`src/hw/rtl/fixed_step_accumulator_macros.svh`:
```
// Assertion macros shared by the fixed step accumulator RTL.
// Both expect clk_i and the active-low reset rst_ni in the including module.
`ifndef FIXED_STEP_ACCUMULATOR_MACROS_SVH
`define FIXED_STEP_ACCUMULATOR_MACROS_SVH

// Plain property, checked on every clock edge outside reset
`define FSA_ASSERT(lbl, prop, msg) \
  lbl: assert property (@(posedge clk_i) disable iff (!rst_ni) (prop)) else $error(msg);

// Same-cycle implication, checked outside reset
`define FSA_ASSERT_IMPL(lbl, pre, post, msg) \
  lbl: assert property (@(posedge clk_i) disable iff (!rst_ni) (pre) |-> (post)) else $error(msg);

`endif

```
`src/hw/rtl/fsa_pkg.sv`:
```
// Package for the fixed step accumulator: widths, reset values, register
// indexes and the structs passed between the top level and the core.
// No dependencies.
package fsa_pkg;

  // Field widths
  localparam int TIME_WIDTH      = 48;
  localparam int ALPHA_FRAC_BITS = 16;
  localparam int STEP_W          = 40;
  localparam int CATCH_W         = 8;
  localparam int BANK_W          = 56;
  localparam int TICK_W          = 32;
  localparam int ALPHA_W         = ALPHA_FRAC_BITS + 1;

  // Bank plus clamped delta, one carry bit on top
  localparam int DELTA_MAG_W = TIME_WIDTH - 1;
  localparam int SUM_W       = ((BANK_W > DELTA_MAG_W) ? BANK_W : DELTA_MAG_W) + 1;

  // Shared subtractor width: bank plus a sign bit
  localparam int OP_W = BANK_W + 1;

  // Divide bit counter
  localparam int DIV_CNT_W = (ALPHA_FRAC_BITS > 1) ? $clog2(ALPHA_FRAC_BITS) : 1;

  localparam logic [ALPHA_W-1:0] ALPHA_ONE = ALPHA_W'(1) << ALPHA_FRAC_BITS;

  // Configuration registers
  localparam int CFG_IDX_W = 2;
  localparam logic [CFG_IDX_W-1:0] CFG_IDX_STEP    = CFG_IDX_W'(0);
  localparam logic [CFG_IDX_W-1:0] CFG_IDX_CATCHUP = CFG_IDX_W'(1);

  localparam logic [STEP_W-1:0]  STEP_RESET    = STEP_W'(71582788);
  localparam logic [CATCH_W-1:0] CATCHUP_RESET = CATCH_W'(8);

  // Configuration as seen by the core (step already forced nonzero)
  typedef struct packed {
    logic [STEP_W-1:0]  step;
    logic [CATCH_W-1:0] max_catchup;
  } fsa_cfg_t;

  // One result transaction
  typedef struct packed {
    logic [TICK_W-1:0]  first_tick;
    logic [CATCH_W-1:0] tick_count;
    logic [ALPHA_W-1:0] blend_alpha;
  } fsa_res_t;

endpackage

```
`src/hw/rtl/fsa_core.sv`:
```
// Sequencer and shared subtractor of the fixed step accumulator: bank
// update, repeated step subtraction and restoring divide for the alpha.
// Depends on fsa_pkg and fixed_step_accumulator_macros.svh.
`include "fixed_step_accumulator_macros.svh"

module fsa_core (
  input  logic                               clk_i,
  input  logic                               rst_ni,
  input  logic                               start_i,
  input  logic [fsa_pkg::TIME_WIDTH-1:0]     delta_i,
  input  fsa_pkg::fsa_cfg_t                  cfg_i,
  input  logic                               take_i,
  output logic                               busy_o,
  output logic                               done_o,
  output fsa_pkg::fsa_res_t                  res_o
);
  import fsa_pkg::*;

  typedef enum logic [1:0] {
    ST_IDLE,
    ST_STEP,
    ST_DIV,
    ST_DONE
  } state_e;

  state_e                   state_q, state_d;
  logic [BANK_W-1:0]        bank_q, bank_d;
  logic [TICK_W-1:0]        tick_q, tick_d;
  logic [TICK_W-1:0]        first_q, first_d;
  logic [CATCH_W-1:0]       cnt_q, cnt_d;
  logic [STEP_W-1:0]        rem_q, rem_d;
  logic [ALPHA_FRAC_BITS-1:0] quot_q, quot_d;
  logic [DIV_CNT_W-1:0]     bit_q, bit_d;
  logic [ALPHA_W-1:0]       alpha_q, alpha_d;

  logic [DELTA_MAG_W-1:0]   delta_pos;
  logic [SUM_W-1:0]         sum;
  logic [BANK_W-1:0]        bank_sat;
  logic [OP_W-1:0]          operand;
  logic [OP_W-1:0]          diff;
  logic                     ge;

  // Negative delta counts as zero; bank saturates
  assign delta_pos = delta_i[TIME_WIDTH-1] ? '0 : delta_i[DELTA_MAG_W-1:0];
  assign sum       = SUM_W'(bank_q) + SUM_W'(delta_pos);
  assign bank_sat  = (|sum[SUM_W-1:BANK_W]) ? '1 : sum[BANK_W-1:0];

  // Shared subtractor: bank while stepping, shifted remainder while dividing
  assign operand = (state_q == ST_STEP) ? {1'b0, bank_q} : OP_W'({rem_q, 1'b0});
  assign diff    = operand - OP_W'(cfg_i.step);
  assign ge      = ~diff[OP_W-1];

  // Sequencer
  always_comb begin
    state_d = state_q;
    bank_d  = bank_q;
    tick_d  = tick_q;
    first_d = first_q;
    cnt_d   = cnt_q;
    rem_d   = rem_q;
    quot_d  = quot_q;
    bit_d   = bit_q;
    alpha_d = alpha_q;
    unique case (state_q)
      ST_IDLE: begin
        if (start_i) begin
          bank_d  = bank_sat;
          first_d = tick_q;
          cnt_d   = '0;
          state_d = ST_STEP;
        end
      end
      ST_STEP: begin
        if (ge && (cnt_q != cfg_i.max_catchup)) begin
          bank_d = diff[BANK_W-1:0];
          cnt_d  = cnt_q + CATCH_W'(1);
          tick_d = tick_q + TICK_W'(1);
        end else if (ge) begin
          // limit reached with a full step still banked
          alpha_d = ALPHA_ONE;
          state_d = ST_DONE;
        end else begin
          rem_d   = bank_q[STEP_W-1:0];
          quot_d  = '0;
          bit_d   = '0;
          state_d = ST_DIV;
        end
      end
      ST_DIV: begin
        rem_d  = ge ? diff[STEP_W-1:0] : operand[STEP_W-1:0];
        quot_d = {quot_q[ALPHA_FRAC_BITS-2:0], ge};
        bit_d  = bit_q + DIV_CNT_W'(1);
        if (bit_q == DIV_CNT_W'(ALPHA_FRAC_BITS - 1)) begin
          alpha_d = {1'b0, quot_q[ALPHA_FRAC_BITS-2:0], ge};
          state_d = ST_DONE;
        end
      end
      ST_DONE: begin
        if (take_i) begin
          state_d = ST_IDLE;
        end
      end
      default: state_d = ST_IDLE;
    endcase
  end

  always_ff @(posedge clk_i or negedge rst_ni) begin
    if (!rst_ni) begin
      state_q <= ST_IDLE;
      bank_q  <= '0;
      tick_q  <= '0;
      first_q <= '0;
      cnt_q   <= '0;
      rem_q   <= '0;
      quot_q  <= '0;
      bit_q   <= '0;
      alpha_q <= '0;
    end else begin
      state_q <= state_d;
      bank_q  <= bank_d;
      tick_q  <= tick_d;
      first_q <= first_d;
      cnt_q   <= cnt_d;
      rem_q   <= rem_d;
      quot_q  <= quot_d;
      bit_q   <= bit_d;
      alpha_q <= alpha_d;
    end
  end

  assign busy_o            = (state_q != ST_IDLE);
  assign done_o            = (state_q == ST_DONE);
  assign res_o.first_tick  = first_q;
  assign res_o.tick_count  = cnt_q;
  assign res_o.blend_alpha = alpha_q;

  // Checks
  `FSA_ASSERT_IMPL(a_cnt_limit, state_q == ST_STEP, cnt_q <= cfg_i.max_catchup, "step count past catch-up limit")
  `FSA_ASSERT_IMPL(a_rem_below_step, state_q == ST_DIV, rem_q < cfg_i.step, "divide remainder not below step")
  `FSA_ASSERT_IMPL(a_tick_sum, state_q == ST_DONE, tick_q == (first_q + TICK_W'(cnt_q)), "tick index out of step with count")

endmodule

```
`src/hw/rtl/fixed_step_accumulator.sv`:
```
// Top level of the fixed step accumulator: ports, configuration registers
// and the output register. Depends on fsa_pkg, fsa_core and the macro header.
//
// Usage:
//   Input channel (in_valid_i / in_stall_o / frame_delta_i): one transaction
//   per frame, carrying the signed elapsed time with 32 fraction bits.
//   Output channel (out_valid_o / out_stall_i): one transaction per input,
//   carrying first_tick_o, tick_count_o and blend_alpha_o (Q1.16).
//   Config channel (cfg_valid_i / cfg_ready_o / cfg_index_i / cfg_data_i):
//   index 0 is the fixed step, index 1 the catch-up limit; other indexes are
//   ignored. Write only while no transaction is in flight.
// Sequence:
//   After acceptance the core subtracts the step once per tick, up to the
//   catch-up limit, makes a final compare and runs the restoring divide for
//   the 16 alpha fraction bits (skipped when the limit leaves a full step
//   banked), all on one shared 57-bit subtractor, then loads the output
//   register. Input stall stays high until the result is loaded, so no new
//   frame is accepted while the previous one is still in the core.
// Reset clears the bank, tick index and output valid and loads the default step
// and limit. A stalled output holds its transaction; the core waits behind it.
`include "fixed_step_accumulator_macros.svh"

module fixed_step_accumulator (
  input  logic                                  clk_i,
  input  logic                                  rst_ni,
  input  logic                                  in_valid_i,
  output logic                                  in_stall_o,
  input  logic [fsa_pkg::TIME_WIDTH-1:0]        frame_delta_i,
  output logic                                  out_valid_o,
  input  logic                                  out_stall_i,
  output logic [fsa_pkg::TICK_W-1:0]            first_tick_o,
  output logic [fsa_pkg::CATCH_W-1:0]           tick_count_o,
  output logic [fsa_pkg::ALPHA_W-1:0]           blend_alpha_o,
  input  logic                                  cfg_valid_i,
  output logic                                  cfg_ready_o,
  input  logic [fsa_pkg::CFG_IDX_W-1:0]         cfg_index_i,
  input  logic [fsa_pkg::STEP_W-1:0]            cfg_data_i
);
  import fsa_pkg::*;

  logic [STEP_W-1:0]  step_q, step_d;
  logic [CATCH_W-1:0] catchup_q, catchup_d;
  fsa_cfg_t           cfg;
  logic               start, take, busy, done;
  fsa_res_t           res;
  fsa_res_t           out_q, out_d;
  logic               out_valid_q, out_valid_d;

  // Configuration writes
  assign cfg_ready_o = 1'b1;

  always_comb begin
    step_d    = step_q;
    catchup_d = catchup_q;
    if (cfg_valid_i && cfg_ready_o) begin
      unique case (cfg_index_i)
        CFG_IDX_STEP:    step_d    = cfg_data_i;
        CFG_IDX_CATCHUP: catchup_d = cfg_data_i[CATCH_W-1:0];
        default: ;
      endcase
    end
  end

  // Zero step acts as one
  assign cfg.step        = (step_q == '0) ? STEP_W'(1) : step_q;
  assign cfg.max_catchup = catchup_q;

  // Input transaction
  assign in_stall_o = busy;
  assign start      = in_valid_i && !busy;

  // Output register loads when empty or being drained
  assign take        = done && (!out_valid_q || !out_stall_i);
  assign out_d       = take ? res : out_q;
  assign out_valid_d = take ? 1'b1 : (out_valid_q && out_stall_i);

  always_ff @(posedge clk_i or negedge rst_ni) begin
    if (!rst_ni) begin
      step_q      <= STEP_RESET;
      catchup_q   <= CATCHUP_RESET;
      out_q       <= '0;
      out_valid_q <= 1'b0;
    end else begin
      step_q      <= step_d;
      catchup_q   <= catchup_d;
      out_q       <= out_d;
      out_valid_q <= out_valid_d;
    end
  end

  fsa_core u_core (
    .clk_i   (clk_i),
    .rst_ni  (rst_ni),
    .start_i (start),
    .delta_i (frame_delta_i),
    .cfg_i   (cfg),
    .take_i  (take),
    .busy_o  (busy),
    .done_o  (done),
    .res_o   (res)
  );

  assign out_valid_o   = out_valid_q;
  assign first_tick_o  = out_q.first_tick;
  assign tick_count_o  = out_q.tick_count;
  assign blend_alpha_o = out_q.blend_alpha;

  // Checks
  `FSA_ASSERT_IMPL(a_alpha_max, out_valid_o, blend_alpha_o <= ALPHA_ONE, "alpha above one")
  `FSA_ASSERT_IMPL(a_count_max, out_valid_o, tick_count_o <= catchup_q, "tick count above limit")
  `FSA_ASSERT(a_no_start_busy, !(start && busy), "start while core busy")

endmodule
```
`config.mk`:
```
export PLATFORM = sky130hd
export DESIGN_NAME = fixed_step_accumulator
export DESIGN_NICKNAME = d
export VERILOG_FILES = /design/src/hw/rtl/fsa_pkg.sv /design/src/hw/rtl/fsa_core.sv /design/src/hw/rtl/fixed_step_accumulator.sv
export VERILOG_INCLUDE_DIRS = /design/src /design/src/hw/rtl
export SDC_FILE = /design/constraint.sdc
export NUM_CORES = 1
export LEC_CHECK = 0
export ABC_AREA = 1
export BUFFER_PORTS_ARGS = -buffer_cell sky130_fd_sc_hd__buf_2
export CAP_MARGIN = 15
export CORE_MARGIN = 2
export CORE_UTILIZATION = 28
export DETAILED_ROUTE_END_ITERATION = 10
export PLACE_DENSITY = 0.46
export SLEW_MARGIN = 0
export SYNTH_ARGS = -nofsm -noshare
export SYNTH_HDL_FRONTEND = slang
export SYNTH_SLANG_ARGS = --single-unit
```
`constraint.sdc`:
```
create_clock -name clk_i -period 3.5 [get_ports clk_i]
set_clock_uncertainty 0.2 [all_clocks]
set_input_delay 1.05 -clock clk_i [delete_from_list [all_inputs] [get_ports clk_i]]
set_output_delay 1.05 -clock clk_i [all_outputs]
set_load 0.01 [all_outputs]
```
==> qor.csv, run 1 <==
stage,metric,value,unit
status,status,finished with violations,
status,violations,negative setup slack,
floorplan,core,85000,um2
timing,slew_headroom,58.1,%
synthesis,synth_edf_count,0,
timing,final_min_period_over_clock_period,103,%
critical_path,cp_data_arrival_time,3.92,ns
drt,drc,0,
clocking,cts_buffer_depth,3,
timing,setup_violations,78,
synthesis,avgSynthCellArea,6.33,um2
place,port_buffers,153,
critical_path,crit_family,simple AND/OR/NAND/NOR gates,
floorplan,dieArea,88000,um2
clocking,clk_pin_slew_worst_paths,0.06,ns
critical_path,worstSetupPathType,reg -> reg,
pwr,leakage,18.4,nW
final_layout,fin_nets,4683,
drt,num_vias,25260,
critical_path,cp_max_fo,18,
drt,via_per_inst,4.46,
clocking,htree_levels,2,
global_routing,antenna_found_initial,2,
critical_path,path_cells,inv_2 -> ha_4 -> buf_12 -> buf_16 -> o21ai_0 -> buf_4 -> ha_1 -> nand2_1 -> nor2_2 -> nand2_2 -> nor2_4 -> nand2_4 -> nand3_4 -> nand2_4 -> nand2_4 -> nand3_4 -> a21oi_4 -> buf_12 -> buf_12 -> clkbuf_16 -> nand3_1 -> nand2_1,
global_routing,grt_max_degree,62,
synthesis,ys.flop_type,dfrtp_1,
synthesis,async_flop_share,100,%
clocking,numCtsBuffers,37,
synthesis,syn_inst,3791,
final_layout,nFillCells,9112,
flow_run,max-cap-violations,0,
synthesis,ys_ff_latch,312,
global_routing,grt_pass1_wl,143000,um
global_routing,grtUsageMet1,28.6,%
place,place.detailed.hpwl,76100,um
floorplan,num_io_pins,155,
critical_path,crit_buf_inv,7,
synthesis,synth_cell_types,51,
final_layout,utilization,39.2,%
drt,first_pass_iters,7,
clocking,cts-root-buf,clkbuf_16,
timing,worst_pin_slew,0.629,ns
final_layout,antenna-diode-count,0,
global_routing,grtUsageMet3,2.10,%
final_layout,final_layout_size_suffix_gt1_share,24.6,%
global_routing,use_met2,35.1,%
floorplan,die_width,297,um
drt,wl_per_cell,16.7,um
critical_path,critPathRequiredTime,3.81,ns
timing,fmax,277,MHz
timing,setup_tns,-5.30,ns
synthesis,syn-cell-area,24000,um2
floorplan,row_count,107,
timing,maxSlewViolCount,0,
synthesis,yosysWarningCount,0,
timing,hold_viol_final,0,
final_layout,final_cell_mix,"1375 x nand2_1, 645 x inv_1, 546 x buf_4",
drt,antenna_left,0,
floorplan,start_util,28.2,%
clocking,clk_latency,0.57,ns
critical_path,critPathSlowestCell,dfrtp_1,
global_routing,busiest_layer,met2,
clocking,ctsHoldBuffers,0,
final_layout,area_growth,38.9,%
drt,drt_iter0_drc,1642,
synthesis,synth_nets,3982,
synthesis,synth-seq-area-share,32.6,%
pwr,power.density,905,nW/um2
floorplan,dieHeight,297,um
critical_path,crit_path_end_kind,register,
timing,rsz0062_at_grt,true,
clocking,clock-sinks,312,
place,gp_congestion,0.939,
critical_path,slowest_delay,0.39,ns
final_layout,layout_commonest_cell,nand2_1,
global_routing,grtUsageTotal,20.9,%
drt,wirelength,94800,um
global_routing,grt_pass1_vias,24577,
critical_path,critPathLaunchType,register,
timing,timing.final.ws_setup,-0.116,ns
global_routing,grt-ovfl-total,0,
clocking,cts_tree,yes,
hold_path,min_path_type,in -> async,
timing,final.min_clock_period,3.62,ns
pwr,vdd_drop_max,0.000410,V
## sequential cells by signal (all words and copies together), names as in the netlist
signal	count
u_core.state_q	2
u_core.bit_q	4
blend_alpha_o	17
tick_count_o	8
u_core.alpha_q	17
step_q	40
catchup_q	8
u_core.tick_q	32
first_tick_o	32
out_valid_o	1
u_core.bank_q	56
u_core.quot_q	15
u_core.rem_q	40
u_core.cnt_q	8
u_core.first_q	32
## stage by stage
stage               setup WS [ns]  hold slack (ns)  cell area (um2)  std cells  total power (W)
CTS                        -0.118            0.269            32300       5637           0.0289
global placement           -0.700            0.247            30200       5542           0.0233
detailed placement         -0.693            0.257            30200       5542           0.0233
global route               -0.250            0.276            33300       5664           0.0325
floorplan                  0.0150            0.242            24000       3791           0.0149
finish                     -0.116            0.268            33300       5664           0.0302
## layout make-up
type | count | area (um2) | area share [%]
clock buffers | 50 | 1020 | 3.07
clock inverters | 17 | 230 | 0.691
inverters | 665 | 2520 | 7.55
multi-input cells | 2710 | 14100 | 42.4
flip-flops and latches | 312 | 7820 | 23.5
well taps | 1144 | 1430 | 4.29
repair buffers | 766 | 6190 | 18.6
## repair_timing
| action | CTS | global route |
|---|---|---|
| gates resized for setup | 146 | 161 |
| pin swaps | 22 | 33 |
| cloned | 7 | 9 |
| endpoints found under the setup margin | 174 | 174 |
| setup buffers | 22 | 18 |
## layer usage
metal	routed length, um	up-vias
met5	27	-
met4	2590	4
met3	3600	107
met2	44100	540
met1	44600	11544
li1	-	13065
## worst reg2reg max path: cells and delay by family, from the launching register on
family / cells / cell delay [ns]
buf+inv: 7 / 1.07
flops: 1 / 0.39
compound gates: 2 / 0.30
simple gates: 11 / 1.10
fa+ha+maj: 2 / 0.51
## final timing paths
check	from	endpoint	slack (ns)	cells past startpoint
setup reg to reg	u_core.state_q[1]	u_core.bank_q[16]	-0.12	22
hold / removal	rst_ni	u_core.tick_q[11]	0.27	1
min in group clk_i	u_core.quot_q[5]	u_core.alpha_q[6]	0.27	2
hold reg to reg	u_core.quot_q[5]	u_core.alpha_q[6]	0.27	2
max in group asynchronous	rst_ni	u_core.tick_q[23]	2.01	2
setup / recovery	u_core.state_q[1]	u_core.bank_q[16]	-0.12	22
## cell usage after synthesis (all sizes together), types with 40 or more instances
| cell type | n | area share, % |
|---|---|---|
| nand2 | 1422 | 22 |
| inv | 665 | 10 |
| nor2 | 378 | 6.1 |
| dfrtp | 304 | 32 |
| nand3 | 177 | 3.8 |
| o21ai | 173 | 3.6 |
| a21oi | 149 | 3.2 |
| ha | 94 | 4.9 |
| xnor2 | 61 | 2.2 |
| buf | 58 | 1.7 |
| xor2 | 50 | 1.8 |
| clkbuf | 46 | 0.72 |
| nand4 | 41 | 1.1 |
| mux2 | 40 | 1.9 |
## kinds of logic (layout without fill, tap and decap cells)
kind of cell / Yosys count / in the layout / share of synthesized area [%]
AO/OA/AOI/OAI: 375 / 375 / 8.41
XOR/XNOR: 111 / 111 / 4.05
adder cells (fa/ha/maj): 96 / 96 / 5.07
buffers and inverters: 769 / 1498 / 12.8
flip-flops: 312 / 312 / 32.6
multiplexers: 42 / 42 / 1.96
other: 1 / 1 / 0.0156
AND/OR/NAND/NOR: 2085 / 2085 / 35.1
## power by group
group          leakage, nW  switching (W)  internal (W)  total [W]
combinational         13.7         0.0115       0.00919     0.0207
sequential            4.02       0.000861       0.00462    0.00548
clock                0.605        0.00168       0.00232    0.00400
total                 18.4         0.0140        0.0161     0.0302
No activity file was read; power rests on OpenSTA's default activity.
==> run 2: changes to the inputs <==
- PLACE_DENSITY: 0.46 -> 0.45
- clock period: 3.5 -> 4.26 ns (I/O delays scaled with it)
==> qor.csv, run 2 (same netlist as run 1, synthesis figures left out) <==
stage,metric,value,unit,change
place,port_buffers,153,,unchanged
place,placedCellCount,5129,,was 5542
global_routing,antenna_found_initial,1,,was 2
pwr,power.density,709,nW/um2,was 905 nW/um2
clocking,clk_pin_slew_worst_paths,0.06,ns,about the same
drt,drt_iter0_drc,1762,,was 1642
drt,drc,0,,unchanged
critical_path,path_cells,inv_1 -> ha_4 -> buf_16 -> nand2_1 -> ha_1 -> fa_1 -> inv_1 -> nand3_1 -> nand2_2 -> nand2_1 -> nand2_1 -> nand2_1 -> nand3_2 -> nand2_2 -> nand2_4 -> buf_12 -> inv_1 -> buf_4 -> nand2_1 -> o21ai_0 -> nand2_1 -> nand3_1,,was inv_2 -> ha_4 -> buf_12 -> buf_16 -> o21ai_0 -> buf_4 -> ha_1 -> nand2_1 -> nor2_2 -> nand2_2 -> nor2_4 -> nand2_4 -> nand3_4 -> nand2_4 -> nand2_4 -> nand3_4 -> a21oi_4 -> buf_12 -> buf_12 -> clkbuf_16 -> nand3_1 -> nand2_1
clocking,cts_tree,yes,,unchanged
final_layout,largest_reg_flops,56,,unchanged
final_layout,design_area,28200,um2,was 33300 um2
drt,wl_per_cell,16.8,um,was 16.7 um
clocking,clock-sinks,312,,unchanged
critical_path,crit_buf_inv,6,,was 7
floorplan,dieArea,88000,um2,unchanged
final_layout,top_regs,"u_core.bank_q: 56 flops, step_q: 40 flops, u_core.rem_q: 40 flops",,unchanged
final_layout,layoutNonFillerInstCount,5196,,was 5664
critical_path,worstSetupPathType,reg -> reg,,unchanged
global_routing,grt_pass1_vias,22701,,was 24577
pwr,vdd_drop_max,0.000319,V,was 0.000410 V
clocking,htree_levels,2,,unchanged
global_routing,grt_pass1_wl,135000,um,was 143000 um
flow_run,max-cap-violations,0,,unchanged
timing,final.min_clock_period,3.97,ns,was 3.62 ns
clocking,cts_buffer_depth,3,,unchanged
place,dpl-instance-area,27000,um2,was 30200 um2
floorplan,num_io_pins,155,,unchanged
status,status,completed,,was finished with violations
timing,worst_pin_slew,1.06,ns,was 0.629 ns
critical_path,crit_path_end_kind,register,,unchanged
critical_path,critPathRequiredTime,4.48,ns,was 3.81 ns
floorplan,core,85000,um2,unchanged
timing,hold_viol_final,0,,unchanged
floorplan,dieHeight,297,um,unchanged
drt,first_pass_iters,7,,unchanged
critical_path,slowest_delay,0.41,ns,was 0.39 ns
global_routing,grt-ovfl-total,0,,unchanged
global_routing,use_met2,31.6,%,was 35.1%
drt,num_vias,23233,,was 25260
final_layout,regMostFlops,u_core.bank_q,,unchanged
place,gp_congestion,0.928,,was 0.939
final_layout,final_layout_size_suffix_gt1_share,11.2,%,was 24.6%
final_layout,area_growth,17.5,%,was 38.9%
clocking,cts-root-buf,clkbuf_16,,unchanged
final_layout,layout_commonest_cell,nand2_1,,unchanged
floorplan,row_count,107,,unchanged
clocking,numCtsBuffers,36,,was 37
timing,hold-worst-slack,0.267,ns,was 0.268 ns
timing,final_min_period_over_clock_period,93.3,%,was 103%
drt,antenna_left,0,,unchanged
floorplan,die_width,297,um,unchanged
timing,maxSlewViolCount,0,,unchanged
drt,wirelength,87300,um,was 94800 um
floorplan,start_util,28.2,%,unchanged
global_routing,grtUsageTotal,19.6,%,was 20.9%
critical_path,crit_family,simple AND/OR/NAND/NOR gates,,unchanged
timing,timing.final.ws_setup,0.286,ns,was -0.116 ns
global_routing,grt_max_degree,70,,was 62
place,dp_slack,-0.179,ns,was -0.693 ns
global_routing,busiest_layer,met2,,unchanged
global_routing,grtUsageMet1,28.4,%,was 28.6%
final_layout,fin_nets,4217,,was 4683
pwr,leakage,15.6,nW,was 18.4 nW
critical_path,critPathSlowestCell,dfrtp_1,,unchanged
critical_path,cpMostUsedCell,nand2_1,,
global_routing,grtUsageMet3,1.81,%,was 2.10%
critical_path,critPathLaunchType,register,,unchanged
timing,fmax,252,MHz,was 277 MHz
clocking,clk_latency,0.56,ns,was 0.57 ns
timing,setup_violations,0,,was 78
critical_path,cp_max_fo,55,,was 18
drt,via_per_inst,4.47,,was 4.46
timing,slew_headroom,28.9,%,was 58.1%
hold_path,min_path_type,reg -> reg,,was in -> async
critical_path,cp_data_arrival_time,4.20,ns,was 3.92 ns
timing,rsz0062_at_grt,false,,was true
place,place.detailed.hpwl,71100,um,was 76100 um
final_layout,antenna-diode-count,0,,unchanged
final_layout,final_cell_mix,"1411 x nand2_1, 661 x inv_1, 368 x nor2_1",,"was 1375 x nand2_1, 645 x inv_1, 546 x buf_4"
## run 2: final cells by class
class / count / area (um2)
Clock buffer: 55 / 1070
Clock inverter: 9 / 87.6
Fill cell: 9499 / 56800
Inverter: 665 / 2500
Multi-Input combinational cell: 2710 / 13100
Sequential cell: 312 / 7820
Tap cell: 1144 / 1430
Timing Repair Buffer: 301 / 2150
## run 2: path summary, 6_finish.rpt
path / depth (start not counted) / slack [ns] / start / endpoint
min in group asynchronous: 1 / 0.49 / rst_ni / step_q[3]
min: 2 / 0.27 / u_core.quot_q[5] / u_core.alpha_q[6]
min reg2reg: 2 / 0.27 / u_core.quot_q[5] / u_core.alpha_q[6]
max in group asynchronous: 2 / 2.46 / rst_ni / first_tick_o[16]
max: 22 / 0.29 / u_core.state_q[1] / u_core.rem_q[24]
max reg2reg: 22 / 0.29 / u_core.state_q[1] / u_core.rem_q[24]
## run 2: power by group
group	switching, W	total, W	internal, W	leakage (nW)
sequential	0.000855	0.00465	0.00379	4.02
combinational	0.00793	0.0123	0.00434	11.0
clock	0.00132	0.00307	0.00175	0.564
## run 2: per-stage QoR
stage	total power (W)	utilization, %	setup TNS [ns]
after floorplan	0.0122	-	0
after global placement	0.0169	31.7	-1.39
after detailed placement	0.0168	31.7	-3.49
after CTS	0.0200	33.1	0
after global routing	0.0217	33.1	0
final	0.0200	33.1	0
## run 2: worst reg2reg max path: cells and delay by family, from the launching register on
| kind | cells | cell delay [ns] |
|---|---|---|
| buf+inv | 6 | 0.94 |
| compound gates | 1 | 0.08 |
| fa+ha+maj | 3 | 0.93 |
| simple gates | 12 | 1.29 |
| flops | 1 | 0.41 |
## run 2: repair_timing
item / 4_1_cts / 5_1_grt
resized for setup: 0 / 4
hold buffers: 0 / 0
setup buffers: 0 / 3
endpoints found under the setup margin: 0 / 146
## run 2: layer usage
metal	vias to the layer above	part of all wire [%]
met3	77	3.7
met1	10606	50
met5	-	0.015
met2	434	44
li1	12114	-
met4	2	2.1
==> run 3: changes to the inputs <==
- RECOVER_POWER: unset -> 100
==> qor.csv, run 3 (same netlist as run 1, synthesis figures left out) <==
stage,metric,value,unit,change
drt,wirelength,87300,um,about the same
final_layout,final_cell_mix,"1413 x nand2_1, 662 x inv_1, 368 x nor2_1",,"was 1411 x nand2_1, 661 x inv_1, 368 x nor2_1"
timing,hold_viol_final,0,,unchanged
pwr,p_sw_share,50.7,%,was 50.6%
drt,wl_per_cell,16.8,um,about the same
place,place.detailed.hpwl,71100,um,unchanged
critical_path,crit_cells,21,,was 22
timing,timing.final.ws_setup,0.283,ns,was 0.286 ns
floorplan,num_io_pins,155,,unchanged
pwr,leakage,15.3,nW,was 15.6 nW
critical_path,path_cells,inv_1 -> ha_4 -> buf_16 -> nand2_1 -> ha_1 -> fa_1 -> inv_1 -> nand3_1 -> nand2_2 -> nand2_1 -> nand2_1 -> nand2_1 -> nand3_2 -> nand2_2 -> nand2_4 -> nand3_4 -> buf_4 -> inv_2 -> clkbuf_2 -> nand2_1 -> xor2_1,,was inv_1 -> ha_4 -> buf_16 -> nand2_1 -> ha_1 -> fa_1 -> inv_1 -> nand3_1 -> nand2_2 -> nand2_1 -> nand2_1 -> nand2_1 -> nand3_2 -> nand2_2 -> nand2_4 -> buf_12 -> inv_1 -> buf_4 -> nand2_1 -> o21ai_0 -> nand2_1 -> nand3_1
global_routing,grtUsageTotal,19.6,%,unchanged
critical_path,cp_data_arrival_time,4.22,ns,was 4.20 ns
drt,antenna_left,0,,unchanged
global_routing,grt_max_degree,70,,unchanged
pwr,intPower,0.00979,W,was 0.00989 W
place,dp_slack,-0.179,ns,unchanged
floorplan,dieArea,88000,um2,unchanged
clocking,cts_tree,yes,,unchanged
floorplan,row_count,107,,unchanged
timing,worst_pin_slew,2.19,ns,was 1.06 ns
global_routing,grt_pass1_wl,135000,um,unchanged
critical_path,critPathSlowestCell,dfrtp_1,,unchanged
clocking,ctsHoldBuffers,0,,unchanged
pwr,power.density,710,nW/um2,was 709 nW/um2
place,port_buffers,153,,unchanged
timing,maxSlewViolCount,185,,was 0
pwr,vdd_drop_max,0.000318,V,was 0.000319 V
floorplan,core,85000,um2,unchanged
critical_path,rrSetupSlack,0.28,ns,was 0.29 ns
final_layout,antenna-diode-count,0,,unchanged
drt,via_per_inst,4.47,,about the same
critical_path,r2r-start,u_core.state_q[1],,unchanged
floorplan,start_util,28.2,%,unchanged
clocking,cts_buffer_depth,3,,unchanged
final_layout,layout_commonest_cell,nand2_1,,unchanged
timing,final_min_period_over_clock_period,93.4,%,was 93.3%
global_routing,antenna_found_initial,1,,unchanged
critical_path,ff2ff_path_depth,21,,was 22
hold_path,hp-start,u_core.quot_q[5],,unchanged
timing,rsz0062_at_grt,false,,unchanged
status,violations,"max-capacitance violations, max-slew violations",,
clocking,clk_pin_slew_worst_paths,0.06,ns,about the same
critical_path,cp_max_fo,55,,unchanged
final_layout,nFillCells,9540,,was 9499
pwr,p_seq_share,23.4,%,was 23.2%
final_layout,final_layout_size_suffix_gt1_share,9.48,%,was 11.2%
critical_path,cpMostUsedCell,nand2_1,,unchanged
final_layout,top_regs,"u_core.bank_q: 56 flops, step_q: 40 flops, u_core.rem_q: 40 flops",,unchanged
global_routing,grt-ovfl-total,0,,unchanged
critical_path,crit_path_end_kind,register,,unchanged
pwr,clkPwrFrac,15.5,%,was 15.4%
clocking,cts-root-buf,clkbuf_16,,unchanged
final_layout,largest_reg_flops,56,,unchanged
drt,drc,0,,unchanged
timing,setup_violations,0,,unchanged
critical_path,crit_family,simple AND/OR/NAND/NOR gates,,unchanged
critical_path,critPathRequiredTime,4.50,ns,was 4.48 ns
drt,num_vias,23216,,was 23233
final_layout,fin_nets,4217,,unchanged
drt,wl_met3,3520,um,was 3260 um
floorplan,die_width,297,um,unchanged
pwr,combPwrFrac,61.1,%,was 61.4%
timing,setup_tns,0,ns,unchanged
critical_path,critPathLaunchType,register,,unchanged
drt,maxUsedRoutingLayer,met5,,unchanged
final_layout,regMostFlops,u_core.bank_q,,unchanged
critical_path,slowest_delay,0.41,ns,about the same
critical_path,worstSetupPathType,reg -> reg,,unchanged
status,status,finished with violations,,was completed
critical_path,cp-startpoint,u_core.state_q[1],,unchanged
timing,final.min_clock_period,3.98,ns,was 3.97 ns
timing,fmax,251,MHz,was 252 MHz
global_routing,grt_pass1_vias,22701,,unchanged
floorplan,dieHeight,297,um,unchanged
hold_path,hold_depth,2,,unchanged
critical_path,crit_buf_inv,6,,unchanged
flow_run,max-cap-violations,3,,was 0
place,gp_congestion,0.928,,unchanged
pwr,power,0.0199,W,was 0.0200 W
timing,slew_headroom,-46.2,%,was 28.9%
clocking,numCtsBuffers,36,,unchanged
drt,first_pass_iters,6,,was 7
drt,drt_iter0_drc,1764,,was 1762
hold_path,min_path_type,reg -> reg,,unchanged
clocking,clk_latency,0.56,ns,about the same
drt,wl_met2,38400,um,was 38500 um
pwr,switchingPower,0.0101,W,about the same
clocking,clock-sinks,312,,unchanged
clocking,htree_levels,2,,unchanged
final_layout,area_growth,16.7,%,was 17.5%
drt,wl_met1,43400,um,was 43600 um
run 3: cell count changes in the layout (fill, tap and decap cells not counted), sizes merged:
cell,previous run,this run
clkbuf,55,128
buf,301,228
run 3: final timing paths:
check | to
max | u_core.tick_q[13]
min | u_core.alpha_q[6]
max reg2reg | u_core.tick_q[13]
min reg2reg | u_core.alpha_q[6]
max in group asynchronous | u_core.bank_q[35]
min in group asynchronous | step_q[4]
run 3: through the flow:
step	area (um2)	hold WS (ns)	utilization [%]	cells
2_1_floorplan	24000	0.242	-	3791
5_1_grt	28000	0.290	32.9	5196
4_1_cts	28100	0.273	33.1	5193
6_report	28000	0.266	32.9	5196
3_5_place_dp	27000	0.260	31.7	5129
3_3_place_gp	27000	0.255	31.7	5129
run 3: final cells by class:
type,count,area [um2],share of cell area [%]
clock buffer,55,1070,3.83
clock inverter,9,87.6,0.313
inverter,665,2500,8.92
multi-input combinational,2710,13100,46.8
sequential,312,7820,27.9
tap,1144,1430,5.11
timing repair buffer,301,1990,7.12
run 3: repair_timing:
action | 4_1_cts | 5_1_grt
endpoints found under the setup margin | 0 | 146
setup buffers | 0 | 3
gates resized for setup | 0 | 4
run 3: power by group through the flow:
stage	Combinational, W	Clock, W	Sequential [W]
global route	0.0136	0.00329	0.00475
CTS	0.0122	0.00319	0.00464
detailed placement	0.0122	0	0.00469
finish	0.0121	0.00307	0.00465
global placement	0.0122	0	0.00469
floorplan	0.00789	0	0.00430
run 3: routing by layer:
metal | global-route usage [%] | vias up
met5 | 0 | -
li1 | - | 12123
met3 | 1.81 | 83
met2 | 31.6 | 451
met4 | 4.34 | 2
met1 | 28.4 | 10557
run 3: worst min-delay path: cells and delay by family, from the launching register on:
kind	cells	cell delay (ns)
flip-flops	1	0.34
AND/OR/NAND/NOR	2	0.09
